$ cat config.mk
export PLATFORM = sky130hd
export DESIGN_NAME = amdh_queue
export DESIGN_NICKNAME = d
export VERILOG_FILES = /design/src/design/amdh_pkg.sv /design/src/design/amdh_queue.sv
export SDC_FILE = /design/constraint.sdc
export NUM_CORES = 1
export LEC_CHECK = 0
export ABC_AREA = 0
export BUFFER_PORTS_ARGS = -buffer_cell sky130_fd_sc_hd__buf_4
export CORE_UTILIZATION = 50
export CTS_CLUSTER_DIAMETER = 100
export DETAILED_ROUTE_END_ITERATION = 7
export HOLD_SLACK_MARGIN = 0.08
export PLACE_DENSITY = 0.87
export SYNTH_ARGS = -nofsm -noshare
export SYNTH_HDL_FRONTEND = slang
export SYNTH_SLANG_ARGS = --single-unit
$ cat constraint.sdc
create_clock -name i_clk -period 9.8 [get_ports i_clk]
set_input_delay 0.98 -clock i_clk [delete_from_list [all_inputs] [get_ports i_clk]]
set_output_delay 0.98 -clock i_clk [all_outputs]
set_load 0.005 [all_outputs]
$ cat src/design/amdh_pkg.sv
`default_nettype none
package amdh_pkg;

    typedef struct packed {
        logic [7:0] data_byte;
        logic       byte_present;
        logic       start_message;
        logic       restart_from_iv;
        logic       end_message;
    } t_in_item;

    typedef struct packed {
        logic [31:0] digest;
        logic        partial_dropped;
    } t_out_item;

    // queued job for the back part
    typedef struct packed {
        logic [127:0] block;
        logic         do_compress;
        logic         load_iv;
        logic [31:0]  iv;
        logic         finish;
        logic         dropped;
    } t_job;

    localparam logic [7:0] PAD_BYTE = 8'h80;
    localparam logic [31:0] IV_RESET = 32'h78563412;
    localparam logic CFG_IV = 1'b0;
    localparam logic CFG_PAD = 1'b1;

    localparam logic [7:0] SBOX [256] = '{
        8'h63,8'h7c,8'h77,8'h7b,8'hf2,8'h6b,8'h6f,8'hc5,8'h30,8'h01,8'h67,8'h2b,8'hfe,8'hd7,8'hab,8'h76,
        8'hca,8'h82,8'hc9,8'h7d,8'hfa,8'h59,8'h47,8'hf0,8'had,8'hd4,8'ha2,8'haf,8'h9c,8'ha4,8'h72,8'hc0,
        8'hb7,8'hfd,8'h93,8'h26,8'h36,8'h3f,8'hf7,8'hcc,8'h34,8'ha5,8'he5,8'hf1,8'h71,8'hd8,8'h31,8'h15,
        8'h04,8'hc7,8'h23,8'hc3,8'h18,8'h96,8'h05,8'h9a,8'h07,8'h12,8'h80,8'he2,8'heb,8'h27,8'hb2,8'h75,
        8'h09,8'h83,8'h2c,8'h1a,8'h1b,8'h6e,8'h5a,8'ha0,8'h52,8'h3b,8'hd6,8'hb3,8'h29,8'he3,8'h2f,8'h84,
        8'h53,8'hd1,8'h00,8'hed,8'h20,8'hfc,8'hb1,8'h5b,8'h6a,8'hcb,8'hbe,8'h39,8'h4a,8'h4c,8'h58,8'hcf,
        8'hd0,8'hef,8'haa,8'hfb,8'h43,8'h4d,8'h33,8'h85,8'h45,8'hf9,8'h02,8'h7f,8'h50,8'h3c,8'h9f,8'ha8,
        8'h51,8'ha3,8'h40,8'h8f,8'h92,8'h9d,8'h38,8'hf5,8'hbc,8'hb6,8'hda,8'h21,8'h10,8'hff,8'hf3,8'hd2,
        8'hcd,8'h0c,8'h13,8'hec,8'h5f,8'h97,8'h44,8'h17,8'hc4,8'ha7,8'h7e,8'h3d,8'h64,8'h5d,8'h19,8'h73,
        8'h60,8'h81,8'h4f,8'hdc,8'h22,8'h2a,8'h90,8'h88,8'h46,8'hee,8'hb8,8'h14,8'hde,8'h5e,8'h0b,8'hdb,
        8'he0,8'h32,8'h3a,8'h0a,8'h49,8'h06,8'h24,8'h5c,8'hc2,8'hd3,8'hac,8'h62,8'h91,8'h95,8'he4,8'h79,
        8'he7,8'hc8,8'h37,8'h6d,8'h8d,8'hd5,8'h4e,8'ha9,8'h6c,8'h56,8'hf4,8'hea,8'h65,8'h7a,8'hae,8'h08,
        8'hba,8'h78,8'h25,8'h2e,8'h1c,8'ha6,8'hb4,8'hc6,8'he8,8'hdd,8'h74,8'h1f,8'h4b,8'hbd,8'h8b,8'h8a,
        8'h70,8'h3e,8'hb5,8'h66,8'h48,8'h03,8'hf6,8'h0e,8'h61,8'h35,8'h57,8'hb9,8'h86,8'hc1,8'h1d,8'h9e,
        8'he1,8'hf8,8'h98,8'h11,8'h69,8'hd9,8'h8e,8'h94,8'h9b,8'h1e,8'h87,8'he9,8'hce,8'h55,8'h28,8'hdf,
        8'h8c,8'ha1,8'h89,8'h0d,8'hbf,8'he6,8'h42,8'h68,8'h41,8'h99,8'h2d,8'h0f,8'hb0,8'h54,8'hbb,8'h16
    };

    function automatic logic [7:0] xtime(input logic [7:0] x);
        return {x[6:0], 1'b0} ^ (x[7] ? 8'h1b : 8'h00);
    endfunction

endpackage
`default_nettype wire

$ cat src/design/amdh_queue.sv
`default_nettype none
module amdh_queue
    import amdh_pkg::*;
(
    input  wire logic i_clk,
    input  wire logic i_rst_n,
    input  wire logic i_valid,
    output logic      o_stall,
    input  wire t_job i_job,
    output logic      o_valid,
    input  wire logic i_stall,
    output t_job      o_job
);
    t_job       r_mem [2];
    logic       r_wp, r_rp;
    logic [1:0] r_cnt;
    logic       push, pop;

    assign o_stall = (r_cnt == 2'd2);
    assign o_valid = (r_cnt != 2'd0);
    assign o_job   = r_mem[r_rp];
    assign push = i_valid && !o_stall;
    assign pop  = o_valid && !i_stall;

    always_ff @(posedge i_clk) begin
        if (push) r_mem[r_wp] <= i_job;
    end

    always_ff @(posedge i_clk) begin
        if (!i_rst_n) begin
            r_wp <= 1'b0;
            r_rp <= 1'b0;
            r_cnt <= '0;
        end else begin
            if (push) r_wp <= !r_wp;
            if (pop) r_rp <= !r_rp;
            r_cnt <= r_cnt + {1'b0, push} - {1'b0, pop};
        end
    end
endmodule
`default_nettype wire

# Word level (Yosys, flattened, before mapping)
# Memories as Yosys holds them, arrays and structs flattened. A register that Yosys moved wholly into a read port is not among the register bits.
# Cells that the tools add are included.
[totals] reg_bits=4 ramBits=328 inputBits=168 output_inout_bits=166 wordCells=18 n_memories=1
[mem_list] name="r_mem" words=2 width=164 read_ports=1 rd_ports_with_merged_regs=1 write_ports=1 line="amdh_queue.sv:14" text="t_job r_mem [2];"
[classes] addsub=2 n_eq_ne=1 mux=4 reduce_logical=7
[op_table] op="$logic_not A1 Y1" count=4
[op_table] op="$mux W1" count=4
[op_table] op="$add A2 B1 Y2" count=1
[op_table] op="$eq A2 B2 Y1 const B" count=1
[op_table] op="$logic_and A1 B1 Y1" count=2
[op_table] op="$reduce_bool A2 Y1" count=1
[op_table] op="$sub A2 B1 Y2" count=1

# Longest topological paths before layout
[logic_depth] depth_word=5 mapped_depth=8 mapped_depth_nobuf=8

# Least setup slack after synthesis
# Ideal clock, no wire load.
[synth_timing] path_type="input to register" from="input port i_valid" to="memory r_mem[0][0] (netlist name), enable pin" setup_ns=0.690 arrival_time_ns=7.879 required_ns=9.110 setup_slack_ns=1.232 path_stages=2 n_path_buf=0 path_cell_list="nand2_1 > nor2_1"
[synth_via] elab_chain_cells=3
[synth_lines] item="from (decl)" line="amdh_queue.sv:7" text="input wire logic i_valid,"
[synth_lines] item="$logic_and A1 B1 Y1" line="amdh_queue.sv:22" text="assign push = i_valid && !o_stall;"
[synth_lines] item="$mux W1" line="amdh_queue.sv:26" text="if (push) r_mem[r_wp] <= i_job;"
[synth_lines] item="$mux W1 (not written as such)" line="amdh_queue.sv:26"
[synth_lines] item="to (decl)" line="amdh_queue.sv:14"
# Every way passes these cells.

# Final worst setup path
[layout_timing] from="input port i_valid" to="memory r_mem[0][15] (netlist name), enable pin"
# The elaborated chain is that of the path after synthesis.

==> impl_metrics.toml <==
[placement]
place.gp.congestion = 0.758
pre_cts_ws_ns = 5.67
dp_hpwl_um = 15200
port_buffers = 333

[global_route]
grt_max_degree = 76
gr-usage-all-layers_pct = 18.1
antenna_found_initial = 0
grt_pass1_vias = 6338
grt_pass1_wl_um = 33800
overflow = 0

[power_and_ir_drop]
power_leakage_uw = 0.00594
switching_share_pct = 23.5
netSwitchingPower_uw = 926
clkPwrFrac_pct = 30.9
p_per_area_nw_per_um2 = 246
power.total_uw = 3930
p_seq_share_pct = 46.8
p_int_uw = 3010
p_comb_share_pct = 22.3
peakVddDrop_uv = 204

[worst_setup_path]
crit_required_ns = 9.90
worst_path_most_repeated_cell = "buf_4"
slowest_delay_ns = 0.87
crit_family = "buffers and inverters"
crit_path_end_kind = "flip-flop"
cp-start-kind = "input pin"
timing_worst_setup_path_type = "in -> reg"
critPathBufInv = 3
slowest_stage = "buf_4"
crit_path_cell_trace = "buf_4 -> nand2_1 -> nor2_4 -> buf_4 -> buf_4"
arrival_ns = 3.70
critPathMaxFanout = 74

[synth]
yosysWarningCount = 0
syn_area_per_cell_um2 = 22.7
netlist.area_leader.share_pct = 81.0
syn_area_um2 = 12200
synth-seq-cells = 333
syn_inst = 536
synth.distinct_cells = 18
ys_seq_area_share_pct = 81.8
yosysTopAreaCell = "edfxtp_1"
syn_nets = 706
synth_area_leaders = "edfxtp_1 81%, mux2_2 15%, buf_6 1.2%"

[sta]
slew-limit-headroom_pct = 32.7
worstMarginPinSlew_ns = 1.01
tns_ns = 0
finalSetupViolCount = 0
rsz0062_at_grt = "no"
fin_skew_ns = 0.00999
fin_crit_sh_pct = 36.7
slew_viol_final = 0
hold_viol = 0
timing.hold.ws_ns = 0.481
fin_ws_ns = 6.20
fin_crit_ns = 3.60
max_freq_mhz = 278

[detailed_routing]
via_count = 6168
drt-initial-drc-count = 359
drc = 0
drtPass1Iterations = 4
drtAntennaViolNets = 0
wl_per_cell_um = 19.0
totalWireLength_um = 23500
viasPerCell = 4.99

[clock_tree]
cts_made_buffers = 35
worstSkewPairLatency_ns = 0.49
cts-hold-fix-buffers = 0
cts_tree = "built"
post_cts_buffers = 0
cts_buffer_depth = 3
h-tree-depth = 2
cts_sinks = 333
clk_pin_slew_ns = 0.06
root_buffer = "clkbuf_16"
cts.repair.resized = 0

[hold_path]
worstHoldPathType = "reg -> reg"

[floorplan]
fp.dieH_um = 158
dieArea_um2 = 25000
die_x_um = 158
ios = 334
start_util_pct = 51.4
core_um2 = 23700
rows = 56

[finish]
final_common_cell = "buf_4"
synthToLayoutAreaGrowth_pct = 31.3
multiInputGateArea_um2 = 2000
seq_area_um2 = 9950
n_antenna_cell = 0
utilization_pct = 67.4
nets = 1064
final_cell_mix = "339 x buf_4, 328 x edfxtp_1, 164 x mux2_2"
drive_above_1_share_pct = 59.9
n_fill_cell = 1537

[run_status]
status = "finished clean"

[job]
drv_cap = 0
## flip-flops by register name (all words and copies together), names as in the netlist, named ones only
signal	flops
r_wp	1
r_rp	1
r_mem	328
r_cnt	2
## synthesized netlist by cell type, drive strengths merged
library cell and number:
or2 1, xnor2 1, nor2b 2, buf 13, mux2 164, ha 2
and2 1, inv 2, xor2 1, nor2 1, clkbuf 5, nand2b 3
and3 1, mux2i 3, nand2 3, dfxtp 5, edfxtp 328
## logic make-up after synthesis
group                    share of synthesized area, %
XOR/XNOR                                        0.144
adder cells (fa/ha/maj)                         0.206
multiplexers                                     15.4
AND/OR/NAND/NOR                                 0.597
buffers and inverters                            1.83
flip-flops                                       81.8
## worst register-to-register path, stage by stage, from the launching register on
cell	delay [ns]
dfxtp_1	0.34
nand2b_1	0.17
nand2_1	0.15
nor2_4	0.74
buf_4	0.78
buf_4	0.91
## stage by stage
| step | instance area [um^2] | cells |
|---|---|---|
| detailed placement | 14900 | 1176 |
| finish | 16000 | 1236 |
| CTS | 16000 | 1236 |
| floorplan | 12200 | 536 |
| global placement | 14900 | 1176 |
| global route | 16000 | 1236 |
## final timing paths
| path | cells after the start | slack (ns) | start | end |
|---|---|---|---|---|
| max | 5 | 6.20 | i_valid | r_mem[0][15]$_DFFE_PP_ |
| max reg2reg | 5 | 6.23 | r_cnt[0]$_SDFF_PN0_ | r_mem[0][15]$_DFFE_PP_ |
| min | 2 | 0.48 | r_rp$_SDFFE_PN0P_ | flip-flop |
| min reg2reg | 2 | 0.48 | r_rp$_SDFFE_PN0P_ | flip-flop |
## metal layers
layer	part of all wire [%]	vias to the layer above	global-route usage, %
li1	-	2854	-
met3	8.2	39	5.78
met5	0	-	0
met4	2.5	0	6.55
met2	52	253	31.9
met1	37	3022	20.7
## layout make-up
cell class	instances	share of cell area [%]
clock buffers	53	6.30
well taps	319	2.50
repair buffers	339	15.9
clock inverters	7	0.360
multi-input cells	183	12.5
flip-flops and latches	333	62.3
inverters	2	0.0470
## power by group through the flow
stage          sequential (uW)  clock [uW]  combinational, uW
2_1_floorplan             1890           0                470
3_3_place_gp              1860           0                870
3_5_place_dp              1870           0                882
4_1_cts                   1840        1250                893
5_1_grt                   1860        1300                941
6_report                  1840        1220                878
(Power assumes the default switching activity.)
