--- config.mk ---
export PLATFORM = sky130hd
export DESIGN_NAME = amdh_front
export DESIGN_NICKNAME = d
export VERILOG_FILES = /design/src/design/amdh_pkg.sv /design/src/design/amdh_front.sv
export SDC_FILE = /design/constraint.sdc
export NUM_CORES = 1
export LEC_CHECK = 0
export ABC_AREA = 1
export BUFFER_PORTS_ARGS = -buffer_cell sky130_fd_sc_hd__buf_2
export CAP_MARGIN = 30
export CORE_MARGIN = 2
export CORE_UTILIZATION = 23
export DETAILED_ROUTE_END_ITERATION = 16
export PLACE_DENSITY = 0.36
export SYNTH_ARGS = -nofsm -noshare
export SYNTH_HDL_FRONTEND = slang
export SYNTH_SLANG_ARGS = --single-unit
--- constraint.sdc ---
create_clock -name i_clk -period 12.3 [get_ports i_clk]
set_clock_uncertainty 0.1 [all_clocks]
set_input_delay 0.615 -clock i_clk [delete_from_list [all_inputs] [get_ports i_clk]]
set_output_delay 0.615 -clock i_clk [all_outputs]
set_load 0.1 [all_outputs]
--- src/design/amdh_pkg.sv ---
`default_nettype none
package amdh_pkg;

    typedef struct packed {
        logic [7:0] data_byte;
        logic       byte_present;
        logic       start_message;
        logic       restart_from_iv;
        logic       end_message;
    } t_in_item;

    typedef struct packed {
        logic [31:0] digest;
        logic        partial_dropped;
    } t_out_item;

    // queued job for the back part
    typedef struct packed {
        logic [127:0] block;
        logic         do_compress;
        logic         load_iv;
        logic [31:0]  iv;
        logic         finish;
        logic         dropped;
    } t_job;

    localparam logic [7:0] PAD_BYTE = 8'h80;
    localparam logic [31:0] IV_RESET = 32'h78563412;
    localparam logic CFG_IV = 1'b0;
    localparam logic CFG_PAD = 1'b1;

    localparam logic [7:0] SBOX [256] = '{
        8'h63,8'h7c,8'h77,8'h7b,8'hf2,8'h6b,8'h6f,8'hc5,8'h30,8'h01,8'h67,8'h2b,8'hfe,8'hd7,8'hab,8'h76,
        8'hca,8'h82,8'hc9,8'h7d,8'hfa,8'h59,8'h47,8'hf0,8'had,8'hd4,8'ha2,8'haf,8'h9c,8'ha4,8'h72,8'hc0,
        8'hb7,8'hfd,8'h93,8'h26,8'h36,8'h3f,8'hf7,8'hcc,8'h34,8'ha5,8'he5,8'hf1,8'h71,8'hd8,8'h31,8'h15,
        8'h04,8'hc7,8'h23,8'hc3,8'h18,8'h96,8'h05,8'h9a,8'h07,8'h12,8'h80,8'he2,8'heb,8'h27,8'hb2,8'h75,
        8'h09,8'h83,8'h2c,8'h1a,8'h1b,8'h6e,8'h5a,8'ha0,8'h52,8'h3b,8'hd6,8'hb3,8'h29,8'he3,8'h2f,8'h84,
        8'h53,8'hd1,8'h00,8'hed,8'h20,8'hfc,8'hb1,8'h5b,8'h6a,8'hcb,8'hbe,8'h39,8'h4a,8'h4c,8'h58,8'hcf,
        8'hd0,8'hef,8'haa,8'hfb,8'h43,8'h4d,8'h33,8'h85,8'h45,8'hf9,8'h02,8'h7f,8'h50,8'h3c,8'h9f,8'ha8,
        8'h51,8'ha3,8'h40,8'h8f,8'h92,8'h9d,8'h38,8'hf5,8'hbc,8'hb6,8'hda,8'h21,8'h10,8'hff,8'hf3,8'hd2,
        8'hcd,8'h0c,8'h13,8'hec,8'h5f,8'h97,8'h44,8'h17,8'hc4,8'ha7,8'h7e,8'h3d,8'h64,8'h5d,8'h19,8'h73,
        8'h60,8'h81,8'h4f,8'hdc,8'h22,8'h2a,8'h90,8'h88,8'h46,8'hee,8'hb8,8'h14,8'hde,8'h5e,8'h0b,8'hdb,
        8'he0,8'h32,8'h3a,8'h0a,8'h49,8'h06,8'h24,8'h5c,8'hc2,8'hd3,8'hac,8'h62,8'h91,8'h95,8'he4,8'h79,
        8'he7,8'hc8,8'h37,8'h6d,8'h8d,8'hd5,8'h4e,8'ha9,8'h6c,8'h56,8'hf4,8'hea,8'h65,8'h7a,8'hae,8'h08,
        8'hba,8'h78,8'h25,8'h2e,8'h1c,8'ha6,8'hb4,8'hc6,8'he8,8'hdd,8'h74,8'h1f,8'h4b,8'hbd,8'h8b,8'h8a,
        8'h70,8'h3e,8'hb5,8'h66,8'h48,8'h03,8'hf6,8'h0e,8'h61,8'h35,8'h57,8'hb9,8'h86,8'hc1,8'h1d,8'h9e,
        8'he1,8'hf8,8'h98,8'h11,8'h69,8'hd9,8'h8e,8'h94,8'h9b,8'h1e,8'h87,8'he9,8'hce,8'h55,8'h28,8'hdf,
        8'h8c,8'ha1,8'h89,8'h0d,8'hbf,8'he6,8'h42,8'h68,8'h41,8'h99,8'h2d,8'h0f,8'hb0,8'h54,8'hbb,8'h16
    };

    function automatic logic [7:0] xtime(input logic [7:0] x);
        return {x[6:0], 1'b0} ^ (x[7] ? 8'h1b : 8'h00);
    endfunction

endpackage
`default_nettype wire

--- src/design/amdh_front.sv ---
`default_nettype none
module amdh_front
    import amdh_pkg::*;
(
    input  wire logic     i_clk,
    input  wire logic     i_rst_n,
    input  wire logic     i_cfg_we,
    input  wire logic     i_cfg_idx,
    input  wire logic [31:0] i_cfg_data,
    input  wire logic     i_valid,
    output logic          o_stall,
    input  wire t_in_item i_item,
    output logic          o_job_valid,
    input  wire logic     i_job_stall,
    output t_job          o_job
);
    logic [31:0]  r_iv;
    logic         r_pad;
    logic [127:0] r_buf;
    logic [3:0]   r_fill;
    logic [63:0]  r_len;
    logic         r_tail;       // second padding job owed
    logic         r_tail_pad;   // tail block starts with the pad byte
    logic [63:0]  r_tail_len;
    logic [3:0]   n_fill;
    logic [63:0]  n_len;
    logic [127:0] n_buf, pad_blk;
    logic         full, accept, busy_free;
    t_job         job;

    assign o_stall = r_tail || i_job_stall;
    assign accept  = i_valid && !o_stall;
    assign busy_free = !i_job_stall;

    always_comb begin
        n_fill = i_item.start_message ? 4'd0 : r_fill;
        n_len  = i_item.start_message ? 64'd0 : r_len;
        n_buf  = r_buf;
        full   = 1'b0;
        if (i_item.byte_present) begin
            n_buf[n_fill*8 +: 8] = i_item.data_byte;
            full   = (n_fill == 4'd15);
            n_fill = n_fill + 4'd1;
            n_len  = n_len + 64'd1;
        end
        pad_blk = '0;
        for (int k = 0; k < 16; k++) begin
            if (k < n_fill) pad_blk[k*8 +: 8] = n_buf[k*8 +: 8];
        end
        pad_blk[n_fill*8 +: 8] = PAD_BYTE;
        if (n_fill < 4'd8) pad_blk[127:64] = n_len;

        job = '0;
        job.load_iv = i_item.start_message && i_item.restart_from_iv;
        job.iv = r_iv;
        if (r_tail) begin
            job.block = {r_tail_len, 56'd0, (r_tail_pad ? PAD_BYTE : 8'h00)};
            job.do_compress = 1'b1;
            job.finish = 1'b1;
            job.load_iv = 1'b0;
        end else begin
            job.block = full ? n_buf : pad_blk;
            job.do_compress = full;
            if (i_item.end_message && !full) begin
                if (r_pad) begin
                    job.do_compress = 1'b1;
                    job.finish = (n_fill < 4'd8);
                end else begin
                    job.finish = 1'b1;
                    job.dropped = (n_fill != 4'd0);
                end
            end else if (i_item.end_message && full) begin
                // whole block, then in padding mode a padding block with pad byte and length
                job.finish = !r_pad;
            end
        end
    end

    assign o_job = job;
    assign o_job_valid = r_tail || (i_valid && !r_tail);

    always_ff @(posedge i_clk) begin
        if (!i_rst_n) begin
            r_iv <= IV_RESET;
            r_pad <= 1'b1;
            r_fill <= '0;
            r_len <= '0;
            r_tail <= 1'b0;
        end else begin
            if (i_cfg_we) begin
                if (i_cfg_idx == CFG_IV) r_iv <= i_cfg_data;
                else r_pad <= i_cfg_data[0];
            end
            if (r_tail && busy_free) begin
                r_tail <= 1'b0;
            end else if (accept) begin
                r_buf <= n_buf;
                r_fill <= i_item.end_message ? 4'd0 : n_fill;
                r_len <= i_item.end_message ? 64'd0 : n_len;
                r_tail_len <= n_len;
                r_tail_pad <= full;
                r_tail <= i_item.end_message && r_pad &&
                          (full || n_fill >= 4'd8);
            end
        end
    end
endmodule
`default_nettype wire

# [Word-level counts from Yosys, hierarchy flattened]
# Index checks and enable logic that the tools add are counted.
[totals] reg_bits=295 latch_bits=0 ramBits=0 mem_bits_ro=0 inputBits=50 output_inout_bits=166 elab_cells=98 mem_count=0
[op_classes] n_addsub=4 multipliers=0 div_mod_pow=0 n_lt_le_gt_ge=17 eq_ne=1 n_shift=4 muxes=39 n_bitwise=3 n_reduce_logical=22
[op_table] cell="128-bit bitwise mux" count=2
[op_table] cell="128-bit 2-to-1 mux" count=2
[op_table] cell="64-bit 2-to-1 mux" count=4
[op_table] cell="8-bit by 34-bit variable shift with 128-bit output, first input constant" count=2
[op_table] cell="129-bit 2-to-1 mux" count=1
[op_table] cell="8-bit 2-to-1 mux" count=16
[op_table] cell="8-bit by 34-bit indexed part select with 128-bit output" count=1
[op_table] cell="8-bit by 34-bit indexed part select with 128-bit output, first input constant" count=1
[op_table] cell="7-bit negator with 34-bit output" count=2
[op_table] cell="64-bit by 1-bit adder with 64-bit output, second input constant" count=1
[op_table] cell="4-bit less-than comparator, first input constant" count=7
[op_table] cell="3-bit by 4-bit less-than comparator with 1-bit output, first input constant" count=4
[op_table] cell="4-bit 2-to-1 mux" count=3
[op_table] cell="1-bit 2-to-1 mux" count=11
[op_table] cell="1-bit logical AND" count=8
[op_table] cell="1-bit by 4-bit less-than comparator with 1-bit output, first input constant" count=2
[op_table] cell="2-bit by 4-bit less-than comparator with 1-bit output, first input constant" count=2
[op_table] cell="2-bit AND reduction" count=3
[op_table] cell="1-bit zero test" count=5
[op_table] cell="4-bit by 1-bit adder with 4-bit output, second input constant" count=1
[op_table] cell="4-bit == test, second input constant" count=1
[op_table] cell="4-bit greater-or-equal comparator, second input constant" count=1
[op_table] cell="4-bit less-than comparator, second input constant" count=1
[op_table] cell="4-bit nonzero test" count=1
[op_table] cell="other kinds (4)" count=8

# [Depth between registers and ports, before layout]
[depth] depth_word=10 mapped_depth=24 mapped_depth_nobuf=21

# [Least setup slack after synthesis]
# No wires, ideal clock.
[synth_path] path_kind="input -> register" from="in i_job_stall" to="reg r_buf[0] (enable)" setup_ps=750 arrival_time_ps=9732 required_time_ps=11450 slack_ps=1718 path_stages=5 n_path_buf=1 cell_sequence="or2_2 nor2_1 clkinv_1 clkbuf_1 nor2_1"
[synth_between] elab_chain_len=4 word_cells_on_any_way=7 cone_classes="1 x bitwise; 6 x reduce/logical"
[synth_lines] item="start, declared" line_no="amdh_front.sv:14" source="input wire logic i_job_stall,"
[synth_lines] item="1-bit logical OR or 1-bit zero test (tied branches)" line_no="amdh_front.sv:31, amdh_front.sv:33"
[synth_lines] item="1-bit zero test or 1-bit logical AND (tied branches)" line_no="amdh_front.sv:32, amdh_front.sv:94"
[synth_lines] item="1-bit logical AND or 1-bit inverter (tied branches)"
[synth_lines] item="3-bit AND reduction (no line) *"
[synth_lines] item="end signal, assigned" line_no="amdh_front.sv:97" source="r_buf <= n_buf;"
[synth_lines] item="end, declared" line_no="amdh_front.sv:19" source="logic [127:0] r_buf;"
# Mark *: on every way between the ends. The rest lies on a longest branch, timed or not.
# A chain may end at the register's enable or synchronous reset.

==> results.sh <==
export IMPL_area_growth_syn_to_layout_pct=20.2
export IMPL_cpMostUsedCell="buf_4"
export IMPL_ys_seq_area_frac=0.450
export IMPL_relSlewSlack=0.278
export IMPL_routed_wl_um=73300
export IMPL_root_buffer="clkbuf_16"
export IMPL_track_usage=0.185
export IMPL_min_from="i_cfg_data[12]"
export IMPL_worst_path_max_fanout=49
export IMPL_hold_path_class="in2reg"
export IMPL_setup_tns_ps=0
export IMPL_cts_resized=0
export IMPL_core_area_um2=74700
export IMPL_max_cap_violations=0
export IMPL_antenna_found_initial=0
export IMPL_gr_total_overflow=0
export IMPL_min_to="r_iv[12]"
export IMPL_worstReg2RegStart="r_fill[0]"
export IMPL_post_cts_setup_buffers=0
export IMPL_worst_slew_pin_slew_ps=1070
export IMPL_fin_crit_sh=0.527
export IMPL_cts_tree="built"
export IMPL_io_buffers=215
export IMPL_die_width_um=279
export IMPL_setup_viol=0
export IMPL_slowest_delay_ps=660
export IMPL_drcViolationCount=0
export IMPL_ir_drop_uv=94.9
export IMPL_synth_most_common_cell="nand2_1"
export IMPL_finalNetCount=2646
export IMPL_start_util=0.233
export IMPL_synth_nets=2459
export IMPL_grt_pass1_vias=16098
export IMPL_cts_sinks=295
export IMPL_ios=216
export IMPL_die_h_um=279
export IMPL_antenna_cells=0
export IMPL_end_kind="primary output"
export IMPL_dieArea_um2=78000
export IMPL_worstPathRequired_ps=11590
export IMPL_r2r_cells=11
export IMPL_core_rowCount=100
export IMPL_synth_top_cell_area_share=0.333
export IMPL_synth_edf_count=193
export IMPL_synth_main_ff_cell="edfxtp_1"
export IMPL_numCtsBuffers=42
export IMPL_cts_path_max_buffers=3
export IMPL_dpl_hpwl_um=54600
export IMPL_hold_buffers=0
export IMPL_drt_iter0_drc=1178
export IMPL_grt_pass1_wl_um=108000
export IMPL_rsz0062_at_grt="no"
export IMPL_max_freq_mhz=154
export IMPL_drive_above_1_share=0.169
export IMPL_layoutNonFillerInstCount=3586
export IMPL_async_flop_share=0
export IMPL_wl_per_cell_um=20.4
export IMPL_min_period_ps=6480
export IMPL_yosysWarnings=0
export IMPL_holdPathStages=3
export IMPL_slew_viol_final=0
export IMPL_critPathArrivalTime_ps=5770
export IMPL_netlist_area_um2=17400
export IMPL_powerDensity_nw_per_um2=124
export IMPL_ys_top_cells_by_area="edfxtp_1 (33%), nand2_1 (14%), dfxtp_1 (12%)"
export IMPL_detail_route_antenna_nets=0
export IMPL_vias=16317
export IMPL_synthDistinctLibCells=62
export IMPL_crit_slowest_cell="nor2_2"
export IMPL_worstSkewPairLatency_ps=590
export IMPL_htree_num_levels=2
export IMPL_clk_pin_slew_worst_paths_ps=50
export IMPL_dp_worst_setup_slack_ps=5730
export IMPL_vias_per_cell=4.55
export IMPL_worst_slack_ps=5820
export IMPL_drt_first_pass_iters=5
export IMPL_place_congestion=0.894
export IMPL_p_leak_nw=8.93
export IMPL_outcome="completed"
export IMPL_synthTopCellsByCount="nand2_1 (657), nor2_1 (324), inv_1 (310)"
export IMPL_syn_avg_cell_area_um2=7.26
export IMPL_crit_type="in2out"
export IMPL_crit_path_start_kind="input port"
export IMPL_synth_seq_cells=295
export IMPL_path_cells="buf_2 > buf_4 > inv_6 > nand2_2 > inv_1 > ha_1 > nand4_1 > nor2_2 > inv_1 > nand2_1 > buf_4 > inv_2 > buf_4 > o21ai_0 > nand3_1 > nor2_1 > buf_2"
export IMPL_critPathLaunch="i_item[2]"
export IMPL_r2r_end="r_buf[108]"
export IMPL_r2r_slack_ps=8330
export IMPL_grt_max_degree=159
export IMPL_fin_util=0.280
export IMPL_finalHoldViolations=0
export IMPL_placed_cells=3511
export IMPL_postSynthCellCount=2399
export IMPL_yosys_area_top_type="edfxtp_1"
## layout make-up
cell class,instances,area (um^2)
inverter,333,1260
tap,969,1210
sequential,295,7840
clock buffer,59,1170
fill,8230,53700
clock inverter,16,243
multi-input combinational,1680,7960
timing repair buffer,234,1260
## worst max-delay path, delay by kind of cell
kind	cells	cell delay, ps
AO/OA/AOI/OAI	1	250
adder cells (fa/ha/maj)	1	220
AND/OR/NAND/NOR	6	1680
buffers and inverters	9	2870
## where the power goes
| group | leakage, nW | internal (W) | total [W] | switching, W |
|---|---|---|---|---|
| sequential | 2.56 | 0.00108 | 0.00109 | 0.00000897 |
| combinational | 5.69 | 0.0000371 | 0.000232 | 0.000194 |
| clock | 0.685 | 0.000774 | 0.00127 | 0.000497 |
| total | 8.93 | 0.00189 | 0.00259 | 0.000701 |
## state kept, by name, indices dropped and copies added, names as in the netlist
| register | flops |
|---|---|
| r_iv | 32 |
| r_tail_pad | 1 |
| r_buf | 128 |
| r_pad | 1 |
| r_fill | 4 |
| r_tail_len | 64 |
| r_len | 64 |
| r_tail | 1 |
## cells by family after synthesis
| family | share of synthesized area |
|---|---|
| AND/OR/NAND/NOR | 0.330 |
| buffers and inverters | 0.0962 |
| AO/OA/AOI/OAI | 0.0963 |
| flip-flops | 0.450 |
| XOR/XNOR | 0.0124 |
| multiplexers | 0.00854 |
| adder cells (fa/ha/maj) | 0.00718 |
## metrics by stage
step | cell area [um^2] | total power (W) | hold slack, ps
after floorplan | 17400 | 0.00128 | 345
after global placement | 19500 | 0.00134 | 336
after detailed placement | 19500 | 0.00134 | 345
after CTS | 21000 | 0.00263 | 114
after global routing | 21000 | 0.00267 | 153
final | 21000 | 0.00259 | 142
## layer usage
| layer | part of all wire | vias to the layer above | GRT usage | routed length, um |
|---|---|---|---|---|
| li1 | - | 8094 | - | - |
| met4 | 0.026 | 0 | 0.0533 | 1880 |
| met3 | 0.043 | 83 | 0.0254 | 3160 |
| met2 | 0.48 | 395 | 0.321 | 35500 |
| met5 | 0 | - | 0 | 0 |
| met1 | 0.45 | 7745 | 0.238 | 32800 |
## worst max-delay path by stage
stage / end / slack (ps)
after floorplan: r_buf[0] / 1720
final: o_job[76] / 5820
after CTS: o_job[76] / 5730
after global routing: o_job[81] / 5430
after detailed placement: o_job[76] / 5730
after global placement: o_job[99] / 5750
## cells in the final DEF, fill, tap and decap left out, types with 5 or more instances in the layout
cell type  synthesis  final
nand2_1          657    657
nor2_1           324    322
inv_1            310    309
buf_2             15    216
edfxtp_1         193    193
nand3_1          148    148
a21oi_1          134    134
o21ai_0          129    129
dfxtp_1          102    101
clkbuf_16          0     42
nand4_1           32     32
nor3_1            36     29
nor2_2            29     29
nand2_2           20     20
inv_2             18     19
o21ai_1           19     19
nor3_2             9     16
xor2_1            16     16
or2_2             15     15
nor2_4            12     14
buf_4              3     14
nand3b_1          11     11
clkbuf_1          63     11
ha_1              10     10
mux2_2             7      7
mux2i_1            7      7
clkinv_2           0      6
a22oi_1            6      6
clkbuf_8           0      6
nand3_2            5      5
and2_1             5      5
xnor2_1            5      5
o211ai_1           5      5
bufinv_16          0      5
No activity file was read; power rests on OpenSTA's default activity.
